## src/rtl/s2l_pkg.sv

```systemverilog
// Shared types, constants and lookup functions of the solar to lunar date converter.
// Depends on nothing; the datapath, controller and top level import it.
package s2l_pkg;

	// Lunar table size and the lunar year of its first word
	localparam int TABLE_YEARS = 58;
	localparam int BASE_YEAR   = 2020;
	localparam int IDX_W       = (TABLE_YEARS > 1) ? $clog2(TABLE_YEARS) : 1;

	// Day count arithmetic; the year is shifted by one era so nothing goes negative
	localparam int ERA_YEARS    = 400;
	localparam int ERA_DAYS     = 146097;
	localparam int YEAR_MAX     = 4095;
	localparam int ERA_MAX      = (YEAR_MAX + ERA_YEARS) / ERA_YEARS;
	localparam int YY_W         = $clog2(YEAR_MAX + ERA_YEARS + 1);
	localparam int ERA_W        = $clog2(ERA_MAX + 1);
	localparam int YOE_W        = $clog2(ERA_YEARS);
	localparam int DOY_W        = 9;
	localparam int DOE_W        = $clog2(ERA_DAYS + 400);
	localparam int SUM_W        = $clog2((ERA_MAX + 1) * ERA_DAYS);
	// Shifted day count of lunar new year 2020 (2020-01-25)
	localparam int EPOCH_SUM    = 883852;
	localparam int OFF_W        = $clog2(((ERA_MAX + 1) * ERA_DAYS) - EPOCH_SUM);

	// Month and year lengths
	localparam int SHORT_MONTH  = 29;
	localparam int MONTHS       = 12;
	localparam int MONTH_MARCH  = 3;
	localparam int YLEN_W       = 9;

	typedef enum logic [1:0] {
		ST_OK    = 2'd0,
		ST_RANGE = 2'd1,
		ST_TABLE = 2'd2
	} status_t;

	typedef enum logic [2:0] {
		S_IDLE,
		S_ERA,
		S_YOE,
		S_DOE,
		S_OFFSET,
		S_YEAR,
		S_MONTH,
		S_DONE
	} state_t;

	// Commands from the controller to the datapath
	typedef struct packed {
		logic    load;
		logic    era;
		logic    yoe;
		logic    doe;
		logic    offset;
		logic    year_step;
		logic    month_step;
		logic    set_result;
		status_t code;
	} cmd_t;

	// Status from the datapath back to the controller
	typedef struct packed {
		logic neg;
		logic year_hit;
		logic year_last;
		logic month_hit;
		logic month_last;
	} sts_t;

	// Days before the first of the month, counting from March
	function automatic logic [DOY_W-1:0] month_base(input logic [3:0] mp);
		logic [DOY_W-1:0] r;
		case (mp)
			4'd0:    r = 9'd0;
			4'd1:    r = 9'd31;
			4'd2:    r = 9'd61;
			4'd3:    r = 9'd92;
			4'd4:    r = 9'd122;
			4'd5:    r = 9'd153;
			4'd6:    r = 9'd184;
			4'd7:    r = 9'd214;
			4'd8:    r = 9'd245;
			4'd9:    r = 9'd275;
			4'd10:   r = 9'd306;
			4'd11:   r = 9'd337;
			4'd12:   r = 9'd367;
			default: r = 9'd0;
		endcase
		return r;
	endfunction

	// Lunar year words: leap month in [3:0], long months in [15:4], long leap in [16]
	function automatic logic [16:0] rom_word(input logic [IDX_W-1:0] i);
		logic [16:0] r;
		case (i)
			6'd0:  r = 17'h0a9e4; 6'd1:  r = 17'h05560; 6'd2:  r = 17'h0ab50;
			6'd3:  r = 17'h0ada2; 6'd4:  r = 17'h06d20; 6'd5:  r = 17'h07656;
			6'd6:  r = 17'h07250; 6'd7:  r = 17'h064b0; 6'd8:  r = 17'h06575;
			6'd9:  r = 17'h0cab0; 6'd10: r = 17'h055a0; 6'd11: r = 17'h056e3;
			6'd12: r = 17'h0b690; 6'd13: r = 17'h0f52b; 6'd14: r = 17'h0b520;
			6'd15: r = 17'h0b250; 6'd16: r = 17'h1d0b6; 6'd17: r = 17'h0a4b0;
			6'd18: r = 17'h04ab0; 6'd19: r = 17'h02bb5; 6'd20: r = 17'h05ad0;
			6'd21: r = 17'h0b6a0; 6'd22: r = 17'h0daa2; 6'd23: r = 17'h0d920;
			6'd24: r = 17'h0ea57; 6'd25: r = 17'h0d250; 6'd26: r = 17'h0a550;
			6'd27: r = 17'h1a4d5; 6'd28: r = 17'h04b60; 6'd29: r = 17'h05b50;
			6'd30: r = 17'h16d23; 6'd31: r = 17'h0ec90; 6'd32: r = 17'h0f928;
			6'd33: r = 17'h0e920; 6'd34: r = 17'h0d260; 6'd35: r = 17'h15166;
			6'd36: r = 17'h0a570; 6'd37: r = 17'h05560; 6'd38: r = 17'h13654;
			6'd39: r = 17'h07550; 6'd40: r = 17'h07490; 6'd41: r = 17'h074b3;
			6'd42: r = 17'h06930; 6'd43: r = 17'h0aab7; 6'd44: r = 17'h052b0;
			6'd45: r = 17'h0a5b0; 6'd46: r = 17'h0aba5; 6'd47: r = 17'h056a0;
			6'd48: r = 17'h0b650; 6'd49: r = 17'h0baa4; 6'd50: r = 17'h0b4a0;
			6'd51: r = 17'h0d958; 6'd52: r = 17'h0a950; 6'd53: r = 17'h052d0;
			6'd54: r = 17'h056d6; 6'd55: r = 17'h0ab50; 6'd56: r = 17'h05aa0;
			6'd57: r = 17'h05d54;
			default: r = 17'h00000;
		endcase
		return r;
	endfunction

endpackage

```

## src/rtl/s2l_in_if.sv

```systemverilog
// Input channel of the converter: Gregorian date word with valid/ready.
// No dependencies.
interface s2l_in_if;
	logic        valid;
	logic        ready;
	logic [11:0] year;
	logic [3:0]  month;
	logic [4:0]  day;

	modport source (output valid, year, month, day, input ready);
	modport sink   (input valid, year, month, day, output ready);
endinterface

```

## src/rtl/s2l_out_if.sv

```systemverilog
// Output channel of the converter: lunar date word with status, valid/ready.
// No dependencies.
interface s2l_out_if;
	logic        valid;
	logic        ready;
	logic [1:0]  status;
	logic [11:0] lunar_year;
	logic [3:0]  lunar_month;
	logic        is_leap;
	logic [4:0]  lunar_day;

	modport source (output valid, status, lunar_year, lunar_month, is_leap, lunar_day,
		input ready);
	modport sink   (input valid, status, lunar_year, lunar_month, is_leap, lunar_day,
		output ready);
endinterface

```

## src/rtl/s2l_dpath.sv

```systemverilog
// Datapath: day count, offset from the epoch, year and month walks, result register.
// Depends on s2l_pkg (constants, year word table, month base table).
module s2l_dpath
	import s2l_pkg::*;
(
	input  logic        clk,
	input  cmd_t        cmd,
	output sts_t        sts,
	input  logic [11:0] year,
	input  logic [3:0]  month,
	input  logic [4:0]  day,
	output logic [1:0]  status,
	output logic [11:0] lunar_year,
	output logic [3:0]  lunar_month,
	output logic        is_leap,
	output logic [4:0]  lunar_day
);

	logic [YY_W-1:0]   yy_q;
	logic [3:0]        mp_q;
	logic [4:0]        day_q;
	logic [ERA_W-1:0]  era_q;
	logic [DOY_W-1:0]  base_q;
	logic [YOE_W-1:0]  yoe_q;
	logic [SUM_W-1:0]  prod_q;
	logic [DOE_W-1:0]  doe_q;
	logic [OFF_W-1:0]  off_q;
	logic [IDX_W-1:0]  idx_q;
	logic [3:0]        mm_q;
	logic              leap_ph_q;

	status_t           res_status_q;
	logic [11:0]       res_year_q;
	logic [3:0]        res_month_q;
	logic              res_leap_q;
	logic [4:0]        res_day_q;

	logic              early;
	logic [3:0]        mp_c;
	logic [ERA_W-1:0]  era_c;
	logic [1:0]        cent_c;
	logic [DOE_W-1:0]  doe_c;
	logic [SUM_W-1:0]  sum_c;
	logic [16:0]       word;
	logic [11:0]       mbits;
	logic [3:0]        leap_no;
	logic [3:0]        longs_c;
	logic [YLEN_W-1:0] ylen_c;
	logic [4:0]        mlen_c;

	// Shift March to the front of the year; January and February belong to the year before
	always_comb begin
		early = (month < 4'(MONTH_MARCH));
		mp_c  = early ? (month + 4'(MONTHS - MONTH_MARCH)) : (month - 4'(MONTH_MARCH));
	end

	// Count whole eras in the shifted year
	always_comb begin
		era_c = '0;
		for (int k = 1; k <= ERA_MAX; k++) begin
			if (yy_q >= YY_W'(k * ERA_YEARS))
				era_c = era_c + ERA_W'(1);
		end
	end

	// Day of era from year of era and day of year
	always_comb begin
		cent_c = 2'(yoe_q >= YOE_W'(100)) + 2'(yoe_q >= YOE_W'(200))
			+ 2'(yoe_q >= YOE_W'(300));
		doe_c  = DOE_W'(yoe_q) * DOE_W'(365) + DOE_W'(yoe_q >> 2) - DOE_W'(cent_c)
			+ DOE_W'(base_q) + DOE_W'(day_q);
		sum_c  = prod_q + SUM_W'(doe_q);
	end

	// Year length and month length from the current table word
	always_comb begin
		word    = rom_word(idx_q);
		mbits   = word[15:4];
		leap_no = word[3:0];
		longs_c = '0;
		for (int b = 0; b < MONTHS; b++)
			longs_c = longs_c + 4'(mbits[b]);
		ylen_c  = YLEN_W'(SHORT_MONTH * MONTHS) + YLEN_W'(longs_c);
		if (leap_no != 4'd0)
			ylen_c = ylen_c + YLEN_W'(SHORT_MONTH) + YLEN_W'(word[16]);
		if (leap_ph_q)
			mlen_c = 5'(SHORT_MONTH) + 5'(word[16]);
		else
			mlen_c = 5'(SHORT_MONTH) + 5'(mbits[4'(mm_q - 4'd1)]);
	end

	// Report to the controller
	always_comb begin
		sts.neg        = (sum_c < SUM_W'(EPOCH_SUM));
		sts.year_hit   = (off_q < OFF_W'(ylen_c));
		sts.year_last  = (idx_q == IDX_W'(TABLE_YEARS - 1));
		sts.month_hit  = (off_q < OFF_W'(mlen_c));
		sts.month_last = (mm_q == 4'(MONTHS)) && (leap_ph_q || (leap_no != 4'(MONTHS)));
	end

	// Working registers, advanced one step per command
	always_ff @(posedge clk) begin
		if (cmd.load) begin
			yy_q  <= YY_W'(year) + YY_W'(ERA_YEARS) - YY_W'(early);
			mp_q  <= mp_c;
			day_q <= day;
		end
		if (cmd.era) begin
			era_q  <= era_c;
			base_q <= month_base(mp_q);
		end
		if (cmd.yoe) begin
			yoe_q  <= YOE_W'(yy_q - YY_W'(era_q) * YY_W'(ERA_YEARS));
			prod_q <= SUM_W'(era_q) * SUM_W'(ERA_DAYS);
		end
		if (cmd.doe)
			doe_q <= doe_c;
		if (cmd.offset) begin
			off_q     <= OFF_W'(sum_c - SUM_W'(EPOCH_SUM));
			idx_q     <= '0;
			mm_q      <= 4'd1;
			leap_ph_q <= 1'b0;
		end
		// Drop one lunar year and move to the next word
		if (cmd.year_step && !sts.year_hit) begin
			off_q <= off_q - OFF_W'(ylen_c);
			idx_q <= idx_q + IDX_W'(1);
		end
		// Drop one month; a leap month follows its base month
		if (cmd.month_step && !sts.month_hit) begin
			off_q <= off_q - OFF_W'(mlen_c);
			if (!leap_ph_q && (leap_no == mm_q)) begin
				leap_ph_q <= 1'b1;
			end else begin
				leap_ph_q <= 1'b0;
				mm_q      <= mm_q + 4'd1;
			end
		end
	end

	// Result register; fields are cleared on a failed conversion
	always_ff @(posedge clk) begin
		if (cmd.set_result) begin
			res_status_q <= cmd.code;
			if (cmd.code == ST_OK) begin
				res_year_q  <= 12'(BASE_YEAR) + 12'(idx_q);
				res_month_q <= mm_q;
				res_leap_q  <= leap_ph_q;
				res_day_q   <= 5'(off_q) + 5'd1;
			end else begin
				res_year_q  <= '0;
				res_month_q <= '0;
				res_leap_q  <= 1'b0;
				res_day_q   <= '0;
			end
		end
	end

	assign status      = res_status_q;
	assign lunar_year  = res_year_q;
	assign lunar_month = res_month_q;
	assign is_leap     = res_leap_q;
	assign lunar_day   = res_day_q;

endmodule

```

## src/rtl/s2l_ctrl.sv

```systemverilog
// Controller: sequences one conversion and owns both handshakes.
// Depends on s2l_pkg (state, command and status types).
module s2l_ctrl
	import s2l_pkg::*;
(
	input  logic clk,
	input  logic arst_n,
	input  logic in_valid,
	output logic in_ready,
	output logic out_valid,
	input  logic out_ready,
	input  sts_t sts,
	output cmd_t cmd
);

	state_t  state_q, state_d;
	status_t code_q, code_d;
	logic    out_valid_q;

	// State, pending status code and output valid
	always_ff @(posedge clk or negedge arst_n) begin
		if (!arst_n) begin
			state_q     <= S_IDLE;
			code_q      <= ST_OK;
			out_valid_q <= 1'b0;
		end else begin
			state_q <= state_d;
			code_q  <= code_d;
			if (cmd.set_result)
				out_valid_q <= 1'b1;
			else if (out_ready)
				out_valid_q <= 1'b0;
		end
	end

	// Next state and commands
	always_comb begin
		state_d  = state_q;
		code_d   = code_q;
		cmd      = '0;
		cmd.code = code_q;
		in_ready = 1'b0;
		unique case (state_q)
			S_IDLE: begin
				in_ready = 1'b1;
				if (in_valid) begin
					cmd.load = 1'b1;
					state_d  = S_ERA;
				end
			end
			S_ERA: begin
				cmd.era = 1'b1;
				state_d = S_YOE;
			end
			S_YOE: begin
				cmd.yoe = 1'b1;
				state_d = S_DOE;
			end
			S_DOE: begin
				cmd.doe = 1'b1;
				state_d = S_OFFSET;
			end
			S_OFFSET: begin
				cmd.offset = 1'b1;
				if (sts.neg) begin
					code_d  = ST_RANGE;
					state_d = S_DONE;
				end else begin
					state_d = S_YEAR;
				end
			end
			S_YEAR: begin
				cmd.year_step = 1'b1;
				if (sts.year_hit) begin
					state_d = S_MONTH;
				end else if (sts.year_last) begin
					code_d  = ST_RANGE;
					state_d = S_DONE;
				end
			end
			S_MONTH: begin
				cmd.month_step = 1'b1;
				if (sts.month_hit) begin
					code_d  = ST_OK;
					state_d = S_DONE;
				end else if (sts.month_last) begin
					code_d  = ST_TABLE;
					state_d = S_DONE;
				end
			end
			S_DONE: begin
				// Hold until the output register is free or being emptied
				if (!out_valid_q || out_ready) begin
					cmd.set_result = 1'b1;
					state_d        = S_IDLE;
				end
			end
			default: state_d = S_IDLE;
		endcase
	end

	assign out_valid = out_valid_q;

endmodule

```

## src/rtl/solar_to_lunar_date_top.sv

```systemverilog
// Top level of the Gregorian to lunar date converter: controller plus datapath.
// Depends on s2l_pkg, s2l_in_if, s2l_out_if, s2l_ctrl and s2l_dpath.
//
//   channel | dir | word
//   --------+-----+------------------------------------------------------------
//   req     | in  | year[11:0], month[3:0], day[4:0]
//   rsp     | out | status[1:0], lunar_year[11:0], lunar_month[3:0], is_leap,
//           |     | lunar_day[4:0]
//
// One date is converted at a time: load, era, year of era, day of era and epoch offset steps, then
// a walk over the lunar years at one year per cycle (1 to 58 words) and over the months at one month
// per cycle (1 to 13), then the result register is loaded once the output is free. A date before
// the epoch skips both walks; the year walk over the table words makes up most of a long conversion.
// req.ready is high only while idle; a new date is taken while a result still waits.
// Reset (arst_n low) clears the controller and drops any result not yet taken.
module solar_to_lunar_date_top
	import s2l_pkg::*;
(
	input  logic clk,
	input  logic arst_n,
	s2l_in_if.sink    req,
	s2l_out_if.source rsp
);

	cmd_t cmd;
	sts_t sts;

	s2l_ctrl u_ctrl (
		.clk       (clk),
		.arst_n    (arst_n),
		.in_valid  (req.valid),
		.in_ready  (req.ready),
		.out_valid (rsp.valid),
		.out_ready (rsp.ready),
		.sts       (sts),
		.cmd       (cmd)
	);

	s2l_dpath u_dpath (
		.clk         (clk),
		.cmd         (cmd),
		.sts         (sts),
		.year        (req.year),
		.month       (req.month),
		.day         (req.day),
		.status      (rsp.status),
		.lunar_year  (rsp.lunar_year),
		.lunar_month (rsp.lunar_month),
		.is_leap     (rsp.is_leap),
		.lunar_day   (rsp.lunar_day)
	);

	// Busy once a date is taken
	a_busy_after_accept: assert property (@(posedge clk) disable iff (!arst_n)
		(req.valid && req.ready) |=> !req.ready)
		else $error("converter took a second date while busy");

	// Controller issues at most one command per cycle
	a_one_command: assert property (@(posedge clk) disable iff (!arst_n)
		$onehot0({cmd.load, cmd.era, cmd.yoe, cmd.doe, cmd.offset, cmd.year_step,
			cmd.month_step, cmd.set_result}))
		else $error("more than one datapath command in a cycle");

	// A successful result holds a real lunar date
	a_ok_fields: assert property (@(posedge clk) disable iff (!arst_n)
		(rsp.valid && (rsp.status == ST_OK)) |->
		(rsp.lunar_day != 5'd0) && (rsp.lunar_day <= 5'd30) &&
		(rsp.lunar_month != 4'd0) && (rsp.lunar_month <= 4'(MONTHS)) &&
		(rsp.lunar_year >= 12'(BASE_YEAR)))
		else $error("lunar date out of range on a successful result");

	// A failed result carries cleared fields
	a_fail_zero: assert property (@(posedge clk) disable iff (!arst_n)
		(rsp.valid && (rsp.status != ST_OK)) |->
		(rsp.lunar_year == 12'd0) && (rsp.lunar_month == 4'd0) &&
		!rsp.is_leap && (rsp.lunar_day == 5'd0))
		else $error("failed conversion left result fields set");

endmodule
```

## src/flat_wrapper.sv

```systemverilog
// flat-port wrapper written by rule: the top's interface ports become plain ports
module solar_to_lunar_date_top_flat import s2l_pkg::*;
  (clk, arst_n, req_valid, req_year, req_month, req_day, req_ready, rsp_valid, rsp_status, rsp_lunar_year, rsp_lunar_month, rsp_is_leap, rsp_lunar_day, rsp_ready);
  s2l_in_if req_i ();
  s2l_out_if rsp_i ();
  input  logic clk;
  input  logic arst_n;
  input wire logic [$bits(req_i.valid)-1:0] req_valid;
  input wire logic [$bits(req_i.year)-1:0] req_year;
  input wire logic [$bits(req_i.month)-1:0] req_month;
  input wire logic [$bits(req_i.day)-1:0] req_day;
  output wire logic [$bits(req_i.ready)-1:0] req_ready;
  output wire logic [$bits(rsp_i.valid)-1:0] rsp_valid;
  output wire logic [$bits(rsp_i.status)-1:0] rsp_status;
  output wire logic [$bits(rsp_i.lunar_year)-1:0] rsp_lunar_year;
  output wire logic [$bits(rsp_i.lunar_month)-1:0] rsp_lunar_month;
  output wire logic [$bits(rsp_i.is_leap)-1:0] rsp_is_leap;
  output wire logic [$bits(rsp_i.lunar_day)-1:0] rsp_lunar_day;
  input wire logic [$bits(rsp_i.ready)-1:0] rsp_ready;
  assign req_i.valid = req_valid;
  assign req_i.year = req_year;
  assign req_i.month = req_month;
  assign req_i.day = req_day;
  assign req_ready = req_i.ready;
  assign rsp_valid = rsp_i.valid;
  assign rsp_status = rsp_i.status;
  assign rsp_lunar_year = rsp_i.lunar_year;
  assign rsp_lunar_month = rsp_i.lunar_month;
  assign rsp_is_leap = rsp_i.is_leap;
  assign rsp_lunar_day = rsp_i.lunar_day;
  assign rsp_i.ready = rsp_ready;
  solar_to_lunar_date_top u_core (.clk(clk), .arst_n(arst_n), .req(req_i), .rsp(rsp_i));
endmodule
```

## config.mk

```make
export PLATFORM = sky130hd
export DESIGN_NAME = solar_to_lunar_date_top_flat
export DESIGN_NICKNAME = d
export VERILOG_FILES = /design/src/rtl/s2l_pkg.sv /design/src/rtl/s2l_in_if.sv /design/src/rtl/s2l_out_if.sv /design/src/rtl/s2l_dpath.sv /design/src/rtl/s2l_ctrl.sv /design/src/rtl/solar_to_lunar_date_top.sv /design/src/flat_wrapper.sv
export SDC_FILE = /design/constraint.sdc
export NUM_CORES = 1
export LEC_CHECK = 0
export ABC_CLOCK_PERIOD_IN_PS = 15000
export BUFFER_PORTS_ARGS = -buffer_cell sky130_fd_sc_hd__buf_4
export CORE_MARGIN = 2
export CORE_UTILIZATION = 30
export DETAILED_ROUTE_END_ITERATION = 6
export RECOVER_POWER = 100
export SYNTH_ARGS = -nofsm -noshare
export SYNTH_HDL_FRONTEND = slang
export SYNTH_SLANG_ARGS = --single-unit
```

## constraint.sdc

```tcl
create_clock -name clk -period 15 [get_ports clk]
set_input_delay 2.25 -clock clk [delete_from_list [all_inputs] [get_ports clk]]
set_output_delay 2.25 -clock clk [all_outputs]
set_load 0.02 [all_outputs]
```

* After elaboration in Yosys (flattened, before gate mapping)
Memory sizes are Yosys's and may differ from the RTL's. A register that Yosys moved wholly into a read port is not among the register bits.
Index checks and enable logic that the tools add are counted.
** Word-level totals
- Flip-flop bits (word level) :: 135
- Bits in read-only memories :: 1232
- Output and inout bits :: 26
- Memories kept :: 2
** Cells by class
- Add/sub/neg operators :: 46
- Multiply operators :: 3
- Order comparisons :: 19
- Eq/ne operators :: 18
- Mux-type cells :: 55
- Reductions and logical operators :: 20
** Memory list
- (name not given) :: depth 64, width 17, rd ports 1, clocked after Yosys merged registers in 1, wr ports 0, RTL line s2l_pkg.sv:95 : case (i)
- (name not given) :: depth 16, width 9, rd ports 1, clocked after Yosys merged registers in 1, wr ports 0, RTL line s2l_pkg.sv:73 : case (mp)
** Operator list (count)
- $ge A13 B12 Y1 const B :: 5
- $mux W20 :: 3
- $mux W4 :: 14
- $add A4 B1 Y4 const B :: 11
- $ge A13 B11 Y1 const B :: 3
- $add A4 B1 Y4 :: 8
- $pmux W3 S8 :: 1
- $add A21 B18 Y21 :: 1
- $lt A21 B20 Y1 const B :: 1
- $mul A4 B18 Y21 const B :: 1
- $lt A20 B5 Y1 :: 1
- $lt A20 B9 Y1 :: 1
- $sub A20 B20 Y20 const B :: 1
- $sub A20 B5 Y20 :: 1
- $sub A20 B9 Y20 :: 1
- $add A18 B5 Y18 :: 1
- $add A18 B7 Y18 :: 1
- $add A18 B9 Y18 :: 1
- $mul A9 B9 Y18 const B :: 1
- $mux W1 :: 18
- $mux W3 :: 6
- $mux W6 :: 3
- $sub A18 B2 Y18 :: 1
- $add A12 B9 Y13 const B :: 1
- other kinds (50) :: 75

* Logic depth before layout (Yosys ltp)
Gate-level depths: netlist of run 1.
- Depth in word-level cells :: 22
- Mapped depth :: 32
- Mapped depth without buffers :: 31

* Cells and area by module
A second synthesis of run 1 with hierarchy kept.
** Second synthesis, totals
- Cell total of the unflattened synthesis :: 1743
- Area total of the unflattened synthesis :: 15796.4 µm²
** Modules (own cells, without submodules)
- s2l_dpath :: instances 1, cells an instance 1693, area an instance 15387.3 µm², seq. area each 4354.2 µm²
- s2l_ctrl :: instances 1, cells an instance 50, area an instance 409.1 µm², seq. area each 150.1 µm²

* Least setup slack after synthesis of run 1
Ideal clock, no wire load.
- Path kind :: reg-to-reg
- Start point :: register, netlist name u_core.u_dpath.word[4]
- End point :: register, netlist name u_core.u_dpath.word[15]
- Library setup time :: 0.120 ns
- Arrival time :: 7.215 ns
- Required time :: 14.880 ns
- Slack :: 7.666 ns
- Stages on the path, launching flop included :: 32
- Buffers on the path :: 2
- Period minus slack after synthesis :: 7.334 ns
- Cells stage by stage :: dfxtp_1 -> inv_1 -> fa_1 -> fa_1 -> fa_1 -> fa_1 -> inv_1 -> ha_1 -> inv_1 -> fa_1 -> inv_1 -> ha_1 -> nor4_1 -> nor2b_1 -> mux2_2 -> nor2_1 -> o221ai_1 -> ha_1 -> o21ai_0 -> o21ai_1 -> a2111oi_4 -> nor2_2 -> nand3_2 -> o221ai_1 -> buf_2 -> inv_1 -> ha_1 -> clkbuf_1 -> or3_1 -> a21oi_1 -> a311oi_1 -> a211o_1
** Between the ends
- Longest elaborated chain between the ends :: 20
- Elaborated cells on any way between the ends :: 21
** Ends and longest elaborated chain
- $add A1 B1 Y2 (*) :: RTL line s2l_dpath.sv:82 : longs_c = longs_c + 4'(mbits[b]);
- $add A2 B1 Y3 (*) :: RTL line s2l_dpath.sv:82
- $add A3 B1 Y4 (*) :: RTL line s2l_dpath.sv:82
- $add A4 B1 Y4 (*) (8 in a row) :: RTL line s2l_dpath.sv:82
- $add A9 B4 Y9 (*) :: RTL line s2l_dpath.sv:83 : ylen_c = YLEN_W'(SHORT_MONTH * MONTHS) + YLEN_W'(longs_c);
- $add A9 B5 Y9 :: RTL line s2l_dpath.sv:85 : ylen_c = ylen_c + YLEN_W'(SHORT_MONTH) + YLEN_W'(word[16]);
- $add A9 B1 Y9 :: RTL line s2l_dpath.sv:85
- $mux W9 (*) :: RTL line s2l_dpath.sv:84 : if (leap_no != 4'd0)
- $lt A20 B9 Y1 (*) :: RTL line s2l_dpath.sv:95 : sts.year_hit = (off_q < OFF_W'(ylen_c));
- $logic_not A1 Y1 (*) :: RTL line s2l_dpath.sv:125 : if (cmd.year_step && !sts.year_hit) begin
- $logic_and A1 B1 Y1 (*) :: RTL line s2l_dpath.sv:125
- $mux W6 or $reduce_bool A2 Y1 (tied branches)
- $mux W6 (no source line) (*)
Mark *: on every way between the ends. The rest lies on a longest branch, timed or not.
A chain may end at the register's enable or synchronous reset.

* Worst setup path after layout of run 1
- Start point :: register, netlist name u_core.u_dpath.word[4]
- End point :: register, netlist name u_core.u_dpath.word[14]
** Between the ends
- Longest elaborated chain between the ends :: 20
- Elaborated cells on any way between the ends :: 21
** Ends and longest elaborated chain (RTL line)
- $add A1 B1 Y2 (*) :: s2l_dpath.sv:82
- $add A2 B1 Y3 (*) :: s2l_dpath.sv:82
- $add A3 B1 Y4 (*) :: s2l_dpath.sv:82
- $add A4 B1 Y4 (*) (8 in a row) :: s2l_dpath.sv:82
- $add A9 B4 Y9 (*) :: s2l_dpath.sv:83
- $add A9 B5 Y9 :: s2l_dpath.sv:85
- $add A9 B1 Y9 :: s2l_dpath.sv:85
- $mux W9 (*) :: s2l_dpath.sv:84
- $lt A20 B9 Y1 (*) :: s2l_dpath.sv:95
- $logic_not A1 Y1 (*) :: s2l_dpath.sv:125
- $logic_and A1 B1 Y1 (*) :: s2l_dpath.sv:125
- $mux W6 or $reduce_bool A2 Y1 (tied branches)
- $mux W6 (no source line) (*)
Marks and branches as above.

==> results.json, run 1 <==
{
  "crit_type": "register to register",
  "vias": 12100,
  "synth_xor_area_share_pct": 7.15,
  "nFillCells": 5294,
  "drv_cap": 2,
  "arrival_ps": 10630,
  "ctsLongestPathBuffers": 2,
  "ys.flop_type": "edfxtp_1",
  "htree_levels": 4,
  "route.detailed.wl_per_inst_um": 15.3,
  "min_path_type": "register to register",
  "final_cell_mix": "inv_1, ha_1, nor2_1",
  "startpoint": "u_core.u_dpath.word[4]$_DFF_P_",
  "tns_ps": 0,
  "ios": 51,
  "ys_async_sr_fraction_pct": 3.80,
  "fp.coreArea_mm2": 0.0512,
  "finalCriticalPeriod_ps": 10250,
  "avgSynthCellArea_um2": 9.22,
  "worst_pin_slew_ps": 1610,
  "status": "finished, violations left",
  "grt_pass1_wl_mm": 60.8,
  "cts_sinks": 158,
  "drt_iter0_drc": 705,
  "drt-met1-wl_mm": 16.4,
  "drt-total-wl_mm": 36.6,
  "seq_area_frac_synth_pct": 29.1,
  "grt_max_degree": 41,
  "skew_ps": 9.17,
  "post_drt_via_cell_ratio": 5.06,
  "final_common_cell": "inv_1",
  "ctsRootBufferMaster": "clkbuf_16",
  "synth_edf_count": 131,
  "n_antenna_cell": 0,
  "yosys_warnings": 0,
  "clk_pin_slew_ps": 70,
  "critPathMaxFanout": 33,
  "die_y_um": 231,
  "worstReg2RegStart": "u_core.u_dpath.word[4]$_DFF_P_",
  "drtPass1Iterations": 5,
  "cts_buffers": 17,
  "post-route-util_pct": 33.1,
  "violations": "max-capacitance violations, max-slew violations",
  "die_area_mm2": 0.0534,
  "synth_compound_area_share_pct": 17.2,
  "muxShareOfSynthArea_pct": 1.76,
  "multi_input_area_mm2": 0.00990,
  "synth_adder_area_share_pct": 23.2,
  "start_util_pct": 30.2,
  "netlist_area_mm2": 0.0155,
  "syn_nets": 1952,
  "critPathLaunchType": "register",
  "post-dp-hpwl_mm": 28.4,
  "crit_required_ps": 15380,
  "cts-hold-fix-buffers": 0,
  "max_stage_delay_ps": 1040,
  "routed-wl-met3_mm": 1.46,
  "fmax_mhz": 97.6,
  "highest_layer": "met4",
  "drc": 0,
  "routed-wl-met2_mm": 17.6,
  "hold_viol_final": 0,
  "yosysUniqueCellTypes": 97,
  "min_from": "u_core.u_dpath.yy_q[3]$_DFFE_PP_",
  "synth_simple_gate_area_share_pct": 14.9,
  "synth_top_family_by_area": "adder cells",
  "ant_nets": 0,
  "tritoncts": "yes",
  "end_kind": "register",
  "antenna_found_initial": 0,
  "post_cts_resized": 0,
  "min_period_over_period_pct": 68.3,
  "syn_to_final_growth_pct": 9.56,
  "rsz0062_at_grt": "false",
  "relSlewSlack_pct": -7.37,
  "grt_pass1_vias": 12100,
  "drive_gt1_share_pct": 5.97,
  "grt_usage_pct": 14.2,
  "row_count": 83,
  "die_w_um": 231,
  "synthCells": 1679,
  "grt-ovfl-total": 0,
  "ys_ff_latch": 158,
  "post_cts_buffers": 0,
  "setup_violations": 0,
  "nets": 1969,
  "clock_latency_ps": 480,
  "gp_congestion": 0.893,
  "critPathSlowestCell": "nand3_1",
  "seqCellArea_mm2": 0.00450,
  "slew_violations": 51,
  "numPortBuffers": 50
}
## kinds of logic after synthesis
| kind of cell | after synthesis |
|---|---|
| AOI/OAI and AO/OA | 394 |
| xor gates and xnor gates | 120 |
| adders and majority gates | 248 |
| buffers and inverters | 260 |
| DFF | 158 |
| muxes | 23 |
| and+or+nand+nor | 476 |
## worst max-delay path: cells and delay by family (launching register included)
kind / cells / cell delay (ps)
fa+ha+maj: 9 / 3700
flops: 1 / 330
buf+inv: 6 / 1180
compound gates: 8 / 1950
mux: 1 / 340
simple gates: 7 / 2670
## sequential cells by signal (all words and copies together) (netlist names)
signal / count
u_core.u_ctrl.out_valid: 1
u_core.u_dpath.lunar_month: 4
u_core.u_dpath.doe_q: 18
u_core.u_dpath.mp_q: 4
u_core.u_dpath.word: 17
u_core.u_dpath.idx_q: 6
u_core.u_dpath.yoe_q: 9
u_core.u_dpath.mm_q: 4
u_core.u_dpath.lunar_year: 10
u_core.u_dpath.yy_q: 13
u_core.u_ctrl.code_q: 2
u_core.u_dpath.status: 2
u_core.u_dpath.day_q: 5
u_core.u_dpath.era_q: 4
u_core.u_dpath.prod_q: 20
u_core.u_dpath.off_q: 20
u_core.u_dpath.base_q: 9
u_core.u_ctrl.state_q: 3
u_core.u_dpath.is_leap: 1
u_core.u_dpath.leap_ph_q: 1
u_core.u_dpath.lunar_day: 5
## cell usage after synthesis, types with 6 or more instances
library cell	n	area [um2]
edfxtp_1	131	3930
o21a_1	13	97.6
xnor2_1	81	709
a31oi_1	16	100
and2_1	15	93.8
buf_4	6	45.0
a21oi_1	99	495
a221oi_1	7	61.3
a21o_1	19	143
or2_2	8	50.1
o211ai_1	16	120
clkbuf_1	34	128
inv_1	192	721
buf_2	18	90.1
nand3b_1	6	45.0
mux2i_1	16	160
nor4_1	11	68.8
o21ai_0	73	365
nand2b_1	10	62.6
ha_1	184	2300
dfxtp_1	21	420
o21ai_1	13	65.1
xor2_1	35	307
nor2b_1	20	125
o221ai_1	8	70.1
a211oi_1	23	173
o31ai_1	13	97.6
nand3_1	41	205
o22ai_1	12	75.1
nor3_1	47	235
nand2_1	123	462
or3_1	14	87.6
o311ai_0	7	61.3
nor3b_1	8	60.1
and3_1	13	81.3
buf_1	6	22.5
dfrtp_1	6	150
fa_1	64	1280
nor2_1	135	507
nand4_1	7	43.8
## through the flow
stage / worst slack (ps) / cell area [um2] / std cells / hold WS, ps
finish: 4750 / 17000 / 2389 / 421
global route: 3900 / 17000 / 2389 / 430
floorplan: 7670 / 15500 / 1679 / 400
CTS: 6050 / 17100 / 2389 / 424
detailed placement: 6130 / 16500 / 2357 / 406
global placement: 6310 / 16500 / 2357 / 402
## per-layer routing
metal / track usage (%) / vias to the layer above
met1: 17.3 / 5769
met4: 6.21 / 0
li1: - / 6007
met2: 24.2 / 247
met5: 0 / -
met3: 2.71 / 59
## layout make-up
type                       instances  share of cell area (%)
sequential                       158                    26.6
multi-input combinational       1261                    58.4
clock buffer                      17                    2.51
clock inverter                    15                    1.17
inverter                         193                    4.27
timing repair buffer              65                    2.08
tap                              680                    5.02
## path summary, 6_finish.rpt
check / endpoint / slack [ps] / cells after the start
max in group asynchronous: u_core.u_ctrl.state_q[1]$_DFFE_PN0P_ / 12900 / 1
max reg2reg: u_core.u_dpath.word[14]$_DFF_P_ / 4750 / 31
min in group asynchronous: u_core.u_ctrl.code_q[1]$_DFFE_PN0P_ / 1730 / 1
min: u_core.u_dpath.yoe_q[3]$_DFFE_PP_ / 420 / 0
min reg2reg: u_core.u_dpath.yoe_q[3]$_DFFE_PP_ / 420 / 0
max: u_core.u_dpath.word[14]$_DFF_P_ / 4750 / 31
Power of run 1 is left out: the tool's default activity adds up to more than one toggle a clock period on the data nets, which glitch-free logic cannot reach.
==> inputs of run 2 (changes only) <==
- ABC_AREA: default -> 1
- ABC_CLOCK_PERIOD_IN_PS: 15000 -> 9390
- clock period: 15 -> 9.39 ns (I/O delays scaled with it)
==> results.json, run 2 <==
{
  "final_cell_mix": "nand2_1, inv_1, ha_1",
  "arrival_ps": 8310,
  "ys_top_cells_by_area": "edfxtp_1, ha_1, nand2_1, inv_1, fa_1",
  "ctsLongestPathBuffers": 2,
  "synth_edf_count": 131,
  "highest_layer": "met4",
  "gp_congestion": 0.948,
  "postPlaceCellArea_mm2": 0.0163,
  "final.setup.worst_slack_ps": 1390,
  "synth_commonest_cells": "nand2_1, inv_1, ha_1",
  "drv_cap": 1,
  "skew_ps": 15.5,
  "setup_violations": 0,
  "reg2reg_depth": 36,
  "max_stage_delay_ps": 560,
  "drt-met1-wl_mm": 16.6,
  "fmax_mhz": 125,
  "hold_viol_final": 0,
  "reg2reg_to": "u_core.u_dpath.word[6]$_DFF_P_",
  "cts-hold-fix-buffers": 0,
  "worstReg2RegStart": "u_core.u_dpath.word[4]$_DFF_P_",
  "die_y_um": 229,
  "synth_most_common_cell": "nand2_1",
  "post_cts_buffers": 0,
  "grt-ovfl-total": 0,
  "ys.flop_type": "edfxtp_1",
  "grt_usage_pct": 13.8,
  "critPathSlowestCell": "fa_1",
  "n_antenna_cell": 0,
  "drt_iter0_drc": 801,
  "crit_required_ps": 9700,
  "htree_levels": 4,
  "drive_gt1_share_pct": 4.86,
  "start_util_pct": 30.4,
  "ios": 51,
  "min_path_type": "register to register",
  "netlist_area_mm2": 0.0152,
  "synthCells": 1899,
  "hold_end": "u_core.u_dpath.yoe_q[1]$_DFFE_PP_",
  "grt_max_degree": 37,
  "final_area_mm2": 0.0168,
  "grt_pass1_vias": 11900,
  "violations": "max-capacitance violations, max-slew violations",
  "critPathMaxFanout": 36,
  "yosys_warnings": 0,
  "ant_nets": 0,
  "seq_area_frac_synth_pct": 29.6,
  "post_drt_via_cell_ratio": 4.70,
  "fp.coreArea_mm2": 0.0501,
  "syn_to_final_growth_pct": 10.2,
  "top_regs": "u_core.u_dpath.off_q: 20 flops, u_core.u_dpath.prod_q: 20 flops, u_core.u_dpath.doe_q: 18 flops",
  "crit_type": "register to register",
  "rsz0062_at_grt": "false",
  "yosysUniqueCellTypes": 58,
  "routed-wl-met3_mm": 1.36,
  "routed-wl-met2_mm": 17.3,
  "yosysTopAreaCellShare_pct": 25.9,
  "die_w_um": 229,
  "nets": 2214,
  "place_ws_ps": 2030,
  "critPathMostFrequentCell": "inv_1",
  "relSlewSlack_pct": -6.16,
  "drc": 0,
  "clock_latency_ps": 450,
  "post_cts_resized": 0,
  "regToRegSetupSlack_ps": 1390,
  "avgSynthCellArea_um2": 8.01,
  "min_period_over_period_pct": 85.2,
  "ys_async_sr_fraction_pct": 3.80,
  "end_kind": "register",
  "min_from": "u_core.u_dpath.yy_q[1]$_DFFE_PP_",
  "worst_pin_slew_ps": 1590,
  "final_common_cell": "nand2_1",
  "drt-total-wl_mm": 35.8,
  "finalCriticalPeriod_ps": 8000,
  "ctsRootBufferMaster": "clkbuf_16",
  "numPortBuffers": 50,
  "row_count": 82,
  "holdPathStages": 0,
  "tritoncts": "yes",
  "cts_buffers": 17,
  "clk_pin_slew_ps": 60,
  "post-dp-hpwl_mm": 29.0,
  "slew_violations": 30,
  "nFillCells": 5271,
  "syn_nets": 2172,
  "ys_ff_latch": 158,
  "tns_ps": 0,
  "die_area_mm2": 0.0525,
  "yosys.area.top_type": "edfxtp_1",
  "antenna_found_initial": 0,
  "vias": 12300,
  "cts_sinks": 158,
  "drtPass1Iterations": 6,
  "route.detailed.wl_per_inst_um": 13.6,
  "status": "finished, violations left",
  "critPathLaunchType": "register",
  "grt_pass1_wl_mm": 59.2
}
run 2: routing by layer:
layer | up-vias | GRT usage (%)
li1 | 6290 | -
met2 | 259 | 23.8
met1 | 5746 | 18.1
met3 | 42 | 1.88
met4 | 0 | 3.41
met5 | - | 0
run 2: kinds of logic after synthesis:
group | after synthesis | synth area share [%]
adders and majority gates | 248 | 23.6
AOI/OAI and AO/OA | 286 | 10.8
xor gates and xnor gates | 96 | 5.53
muxes | 1 | 0.0740
DFF | 158 | 29.6
buffers and inverters | 384 | 9.87
and+or+nand+nor | 726 | 20.6
run 2: critical path, delay by kind of cell, from the launching register on:
kind / cells / cell delay (ps)
simple gates: 13 / 2180
buf+inv: 8 / 760
flops: 1 / 330
fa+ha+maj: 9 / 3450
compound gates: 6 / 1130
run 2: metrics by stage:
step	hold WS [ps]	instances	utilization (%)
2_1_floorplan	400	1899	-
3_3_place_gp	404	2594	32.6
3_5_place_dp	406	2594	32.6
4_1_cts	422	2626	33.8
5_1_grt	440	2626	33.5
6_report	423	2626	33.5
run 2: worst max path at each step:
stage                                   start                              to  depth (start not counted)
2_1_floorplan  u_core.u_dpath.word[4]$_DFF_P_  u_core.u_dpath.word[6]$_DFF_P_                         35
3_3_place_gp   u_core.u_dpath.word[4]$_DFF_P_  u_core.u_dpath.word[3]$_DFF_P_                         34
3_5_place_dp   u_core.u_dpath.word[4]$_DFF_P_  u_core.u_dpath.word[4]$_DFF_P_                         36
4_1_cts        u_core.u_dpath.word[4]$_DFF_P_  u_core.u_dpath.word[4]$_DFF_P_                         36
5_1_grt        u_core.u_dpath.word[4]$_DFF_P_  u_core.u_dpath.word[6]$_DFF_P_                         36
6_report       u_core.u_dpath.word[4]$_DFF_P_  u_core.u_dpath.word[6]$_DFF_P_                         36
run 2: cell type report:
class / instances / area [um2] / share of cell area, %
Inverter: 350 / 1320 / 7.86
Tap cell: 672 / 841 / 5.02
Clock inverter: 6 / 38.8 / 0.231
Multi-Input combinational cell: 1357 / 9180 / 54.7
Clock buffer: 26 / 586 / 3.49
Sequential cell: 158 / 4500 / 26.9
Timing Repair Buffer: 57 / 300 / 1.79
Power of run 2 is left out for the same reason.
==> inputs of run 3 (changes only) <==
- ABC_AREA: 1 -> default
- ABC_CLOCK_PERIOD_IN_PS: 9390 -> 7900
- clock period: 9.39 -> 7.9 ns (I/O delays scaled with it)
==> results.json, run 3 (synthesized netlist as in run 1, its figures left out) <==
{
  "ctsRootBufferMaster": "clkbuf_16",
  "numPortBuffers": 50,
  "die_w_um": 231,
  "status": "finished, violations left",
  "grt_pass1_vias": 12000,
  "n_antenna_cell": 0,
  "critPathLaunchType": "register",
  "hold_slack_ps": 420,
  "htree_levels": 4,
  "crit_required_ps": 8280,
  "hold_end": "u_core.u_dpath.yoe_q[3]$_DFFE_PP_",
  "clk_pin_slew_ps": 70,
  "syn_to_final_growth_pct": 11.7,
  "finalCriticalPeriod_ps": 7490,
  "worstReg2RegStart": "u_core.u_dpath.word[4]$_DFF_P_",
  "vias": 12200,
  "worst_pin_slew_ps": 1690,
  "nFillCells": 5259,
  "arrival_ps": 7870,
  "reg2reg_depth": 28,
  "post-dp-hpwl_mm": 29.7,
  "holdPathStages": 0,
  "fmax_mhz": 134,
  "drc": 0,
  "drtPass1Iterations": 6,
  "grt-ovfl-total": 0,
  "critPathMostFrequentCell": "fa_1",
  "drt-total-wl_mm": 37.5,
  "setup_violations": 0,
  "final_cell_mix": "inv_1, ha_1, nor2_1",
  "drive_gt1_share_pct": 8.68,
  "postPlaceCellArea_mm2": 0.0167,
  "critPathSlowestCell": "and2_1",
  "grt_max_degree": 31,
  "post_drt_via_cell_ratio": 5.03,
  "max_stage_delay_ps": 800,
  "antenna_found_initial": 0,
  "final_area_mm2": 0.0173,
  "grt_pass1_wl_mm": 61.2,
  "violations": "max-capacitance violations, max-slew violations",
  "regToRegSetupSlack_ps": 410,
  "cts-hold-fix-buffers": 0,
  "ant_nets": 0,
  "crit_type": "register to register",
  "rsz0062_at_grt": "false",
  "cts_buffers": 17,
  "gp_congestion": 0.914,
  "skew_ps": 12.9,
  "drv_cap": 1,
  "min_path_type": "register to register",
  "start_util_pct": 30.2,
  "route.detailed.wl_per_inst_um": 15.5,
  "drt_iter0_drc": 706,
  "tritoncts": "yes",
  "ios": 51,
  "min_period_over_period_pct": 94.8,
  "relSlewSlack_pct": -12.6,
  "fp.coreArea_mm2": 0.0512,
  "final_common_cell": "inv_1",
  "reg2reg_to": "u_core.u_dpath.word[14]$_DFF_P_",
  "die_area_mm2": 0.0534,
  "critPathMaxFanout": 22,
  "clock_latency_ps": 490,
  "slew_violations": 30,
  "row_count": 83,
  "seqCellArea_mm2": 0.00450,
  "hold_viol_final": 0,
  "min_from": "u_core.u_dpath.yy_q[3]$_DFFE_PP_",
  "grt_usage_pct": 14.4,
  "top_regs": "u_core.u_dpath.off_q: 20 flops, u_core.u_dpath.prod_q: 20 flops, u_core.u_dpath.doe_q: 18 flops",
  "end_kind": "register",
  "ctsLongestPathBuffers": 2,
  "die_y_um": 231,
  "multi_input_area_mm2": 0.0100,
  "cts_sinks": 158,
  "nets": 1999
}
run 3: final cells by class:
class	instances	share of cell area (%)
well taps	680	4.92
multi-input cells	1261	57.9
clock buffers	21	2.72
flip-flops and latches	158	26.1
repair buffers	95	3.34
clock inverters	11	0.897
inverters	193	4.19
run 3: worst max-delay path by stage:
stage	from	to	slack [ps]	cells after the start
final	u_core.u_dpath.word[4]$_DFF_P_	u_core.u_dpath.word[14]$_DFF_P_	410	28
after floorplan	u_core.u_dpath.word[4]$_DFF_P_	u_core.u_dpath.word[15]$_DFF_P_	570	31
after global placement	u_core.u_dpath.word[4]$_DFF_P_	u_core.u_dpath.word[9]$_DFF_P_	140	29
after detailed placement	u_core.u_dpath.word[4]$_DFF_P_	u_core.u_dpath.word[9]$_DFF_P_	-9	29
after global routing	u_core.u_dpath.word[4]$_DFF_P_	u_core.u_dpath.word[9]$_DFF_P_	20	30
after CTS	u_core.u_dpath.word[4]$_DFF_P_	u_core.u_dpath.word[9]$_DFF_P_	60	29
run 3: critical path, delay by kind of cell (launching register included):
family | cells | cell delay (ps)
AND/OR/NAND/NOR | 6 | 1770
buffers and inverters | 5 | 420
AO/OA/AOI/OAI | 8 | 1340
multiplexers | 1 | 330
flip-flops | 1 | 340
adder cells (fa/ha/maj) | 8 | 3160
run 3: per-layer routing:
| metal | wire, um | vias up | GRT usage [%] |
|---|---|---|---|
| met5 | 0 | - | 0 |
| met4 | 1100 | 0 | 6.15 |
| met3 | 1410 | 69 | 2.63 |
| met2 | 18000 | 251 | 24.4 |
| met1 | 17000 | 5792 | 18.0 |
| li1 | - | 6064 | - |
run 3: what timing repair did:
item,4_1_cts,5_1_grt
buffers inserted,0,6
pin swaps,0,6
resized for setup,1,17
endpoints found under the setup margin,2,17
run 3: through the flow:
step	std cells	setup WS [ps]	util (%)	setup TNS, ps
3_5_place_dp	2381	-9.11	32.6	-9.11
6_report	2419	413	33.8	0
5_1_grt	2419	18.8	33.8	0
3_3_place_gp	2381	138	32.6	0
2_1_floorplan	1679	566	-	0
4_1_cts	2413	63.7	33.8	0
Power of run 3 is left out for the same reason.
